[src/hw/rtl/vna_pkg.sv]
// Shared types and constants of the vertex normal averager.
// Used by the store, the shared multiplier and the top level; depends on nothing.
package vna_pkg;

   localparam int VERTEX_COUNT = 256;
   localparam int IDX_W        = 8;
   localparam int POS_W        = 16;
   localparam int SUM_W        = 24;
   localparam int NRM_W        = 16;
   localparam int MUL_W        = 31;
   localparam int PROD_W       = 2 * MUL_W;

   // Request kinds carried on tuser
   typedef enum logic [1:0] {
      REQ_LOAD = 2'd0,
      REQ_TRI  = 2'd1,
      REQ_READ = 2'd2,
      REQ_NONE = 2'd3
   } req_kind_type;

   // Sequencer states
   typedef enum logic [11:0] {
      ST_IDLE  = 12'b0000_0000_0001,
      ST_FETCH = 12'b0000_0000_0010,
      ST_EDGE  = 12'b0000_0000_0100,
      ST_CROSS = 12'b0000_0000_1000,
      ST_SREAD = 12'b0000_0001_0000,
      ST_ABS   = 12'b0000_0010_0000,
      ST_SHIFT = 12'b0000_0100_0000,
      ST_SQ    = 12'b0000_1000_0000,
      ST_SQRT  = 12'b0001_0000_0000,
      ST_DIV   = 12'b0010_0000_0000,
      ST_ACC   = 12'b0100_0000_0000,
      ST_OUT   = 12'b1000_0000_0000
   } state_type;

   // Accesses to the position and normal sum stores
   typedef struct packed {
      logic                   pos_we;
      logic [IDX_W-1:0]       pos_waddr;
      logic [3*POS_W-1:0]     pos_wdata;
      logic                   pos_re;
      logic [IDX_W-1:0]       pos_raddr;
      logic                   sum_re;
      logic [IDX_W-1:0]       sum_raddr;
      logic                   sum_we;
      logic [IDX_W-1:0]       sum_waddr;
      logic [3*SUM_W-1:0]     sum_wdata;
      logic                   sum_clr;
      logic [IDX_W-1:0]       sum_caddr;
   } store_ctrl_type;

endpackage

[src/hw/rtl/vna_mult.sv]
// Shared signed multiplier with a registered product.
// Depends on vna_pkg for operand widths.
module vna_mult (
   input  logic                                 clock,
   input  logic signed [vna_pkg::MUL_W-1:0]     mul_a,
   input  logic signed [vna_pkg::MUL_W-1:0]     mul_b,
   output logic signed [vna_pkg::PROD_W-1:0]    prod_ff
);

   // Register the product
   always_ff @(posedge clock) begin
      prod_ff <= mul_a * mul_b;
   end

endmodule

[config.mk]
export PLATFORM = sky130hd
export DESIGN_NAME = vna_mult
export DESIGN_NICKNAME = d
export VERILOG_FILES = /design/src/hw/rtl/vna_pkg.sv /design/src/hw/rtl/vna_mult.sv
export SDC_FILE = /design/constraint.sdc
export NUM_CORES = 2
export LEC_CHECK = 0
export BUFFER_PORTS_ARGS = -buffer_cell sky130_fd_sc_hd__buf_2
export CAP_MARGIN = 20
export CORE_UTILIZATION = 40
export CTS_BUF_LIST = sky130_fd_sc_hd__clkbuf_4
export CTS_CLUSTER_DIAMETER = 30
export DETAILED_ROUTE_END_ITERATION = 10
export PLACE_DENSITY = 0.66
export SLEW_MARGIN = 20
export SYNTH_ARGS = -nofsm -noshare
export SYNTH_HDL_FRONTEND = slang
export SYNTH_SLANG_ARGS = --single-unit
[constraint.sdc]
create_clock -name clock -period 12.6 [get_ports clock]
set_clock_uncertainty 0.2 [all_clocks]
set_input_delay 0.63 -clock clock [delete_from_list [all_inputs] [get_ports clock]]
set_output_delay 0.63 -clock clock [all_outputs]
set_load 0.01 [all_outputs]
==> impl_metrics.yaml <==
clock_network:
  post_cts_buffers: 0
  path_clk_slew_ns: 0.19
  cts_made_buffers: 9
  cts_tree: "done"
  cts_buffer_depth: 2
  holdBufCountCts: 0
  root_buffer: "clkbuf_4"
  cts_resized: 0
  htree_levels: 3
  cts.sinks: 62
synthesis:
  synthesis.instances: 3796
  synth.most_common_cell: "fa_1"
  avgSynthCellArea_um2: 9.37
  synth_common_cells: "fa_1 (1018), inv_1 (1016), nand2_1 (514), and2_1 (451), clkbuf_1 (198)"
  synth_top_area_share_pct: 57.3
  yosysTopAreaCell: "fa_1"
  async_reset_ff_share_pct: 0
  syn_nets: 5059
  yosysWarningCount: 0
  synth-main-ff-cell: "dfxtp_1"
  synth_edf_count: 0
  ys_seq_area_share_pct: 3.49
  syn_area_mm2: 0.0356
  ys_ff_latch: 62
  ys_top_cells_by_area: "fa_1 (57%), inv_1 (11%), and2_1 (7.9%)"
  synthDistinctLibCells: 47
global_routing:
  grt_pass1_vias: 27600
  grt-ovfl-total: 0
  grt_max_degree: 33
  antenna_found_initial: 12
  grt_first_pass_wirelength_mm: 159
  grtUsageTotal_pct: 23.5
worst_setup_path:
  max_stage_delay_ns: 0.93
  worst_path_dominant_cell_family: "adder cells"
  cp.buffers_inverters: 7
  cpMostUsedCell: "fa_1"
  cp.required_ns: 12.95
  cp_max_fo: 31
  worstSetupEndpointType: "flop"
  cp_slowest_cell: "fa_1"
  criticalPathCategory: "primary input to flop"
  critical_path.startpoint_type: "primary input"
  arrival_ns: 10.18
final_layout:
  finish.utilization_pct: 42.3
  final_cells: 4936
  largest_register_ffs: 62
  final_nets: 5022
  top_register: "prod_ff"
  reg_top3: "prod_ff: 62 flops"
  final_layout_size_suffix_gt1_share_pct: 4.62
  area_delta_synth_final_pct: 4.79
floorplan:
  ios: 125
  fp.dieW_um: 300
  die_y_um: 300
  rows: 109
  die_area_mm2: 0.0901
  start_util_pct: 40.3
  coreArea_mm2: 0.0882
drt:
  drt-pass1-iter-count: 7
  ant_nets: 0
  vias_per_cell: 5.06
  drc: 0
  drtIter0Drc: 1976
  wl_per_cell_um: 20.3
  drt_wl_total_mm: 100
  dr_total_vias: 25000
timing:
  period_needed_ns: 9.83
  setup_viol: 0
  drv_slew: 0
  timing.fmax_mhz: 102
  rsz0062_at_grt: "no"
  finalHoldViolCount: 0
  worst_pin_slew_ns: 1.07
  finalCritPeriodShare_pct: 78.0
  finalSetupTns_ns: 0
  slew-limit-headroom_pct: 28.9
placed_design:
  gp_congestion: 0.914
  port_buffers: 124
  dp_hpwl_mm: 76.4
  placedCellCount: 4913
min_path:
  holdCritPathClass: "primary input to flop"
job:
  max_cap_viol_count: 0
status:
  status: "finished, final reports clean"
-- placed cells by master, fill, tap and decap left out, drive strengths merged, types with 2 or more instances in the layout --
master,count
o311ai,3
a221o,4
inv,1016
nand4,10
dfxtp,62
fa,1018
bufinv,2
nand2b,10
a41oi,2
o21a,6
clkinv,3
or3,3
o21ai,26
a2111oi,2
or4,3
xnor2,46
nand3,14
a21oi,64
nor2,26
nand2,514
clkbuf,11
nor3,6
o21bai,8
o211ai,7
a211o,2
o31ai,6
o41ai,2
a31oi,4
ha,182
and2,451
nor2b,29
xor2,22
a21o,32
diode,7
buf,150
and3,3
nor4,6
-- metrics by stage --
| stage | worst slack [ns] | hold WS [ns] | area (um^2) |
|---|---|---|---|
| 2_1_floorplan | 4.68 | 0.734 | 35600 |
| 3_3_place_gp | 2.07 | 0.822 | 37100 |
| 3_5_place_dp | 2.08 | 0.822 | 37100 |
| 4_1_cts | 2.84 | 0.345 | 37300 |
| 5_1_grt | 2.48 | 0.390 | 37300 |
| 6_report | 2.77 | 0.416 | 37300 |
-- final timing paths --
check | startpoint | to | slack, ns | cells past startpoint
setup / recovery | mul_b[4] | prod_ff[55] | 2.77 | 25
hold / removal | mul_b[0] | prod_ff[0] | 0.42 | 2
-- per-layer routing --
metal,vias up,share of wire (%),global-route usage (%)
met1,13100,39,30.2
met3,231,8.7,5.07
li1,10600,-,-
met4,4,4.3,9.37
met5,-,0.026,0
met2,1059,48,38.6
-- logic make-up (layout without fill, tap and decap cells) --
kind of cell,Yosys count,after routing,share of synthesized area [%]
multiplexers,1,1,0.0316
AO/OA/AOI/OAI,175,175,3.25
AND/OR/NAND/NOR,1076,1076,15.1
other,0,7,0
XOR/XNOR,68,68,1.67
flip-flops,62,62,3.49
adder cells (fa/ha/maj),1200,1200,63.7
buffers and inverters,1214,1182,12.8
-- area by class of cell --
type	instances	area (um^2)
multi-input cells	2520	29800
clock inverters	5	73.8
flip-flops and latches	62	1240
inverters	1016	3810
clock buffers	11	82.6
repair buffers	150	816
well taps	1165	1460
fillers	8621	51000
diodes	7	17.5
Power is left out: the tool's default activity adds up to more than one toggle a clock period on the data nets, which glitch-free logic cannot reach.
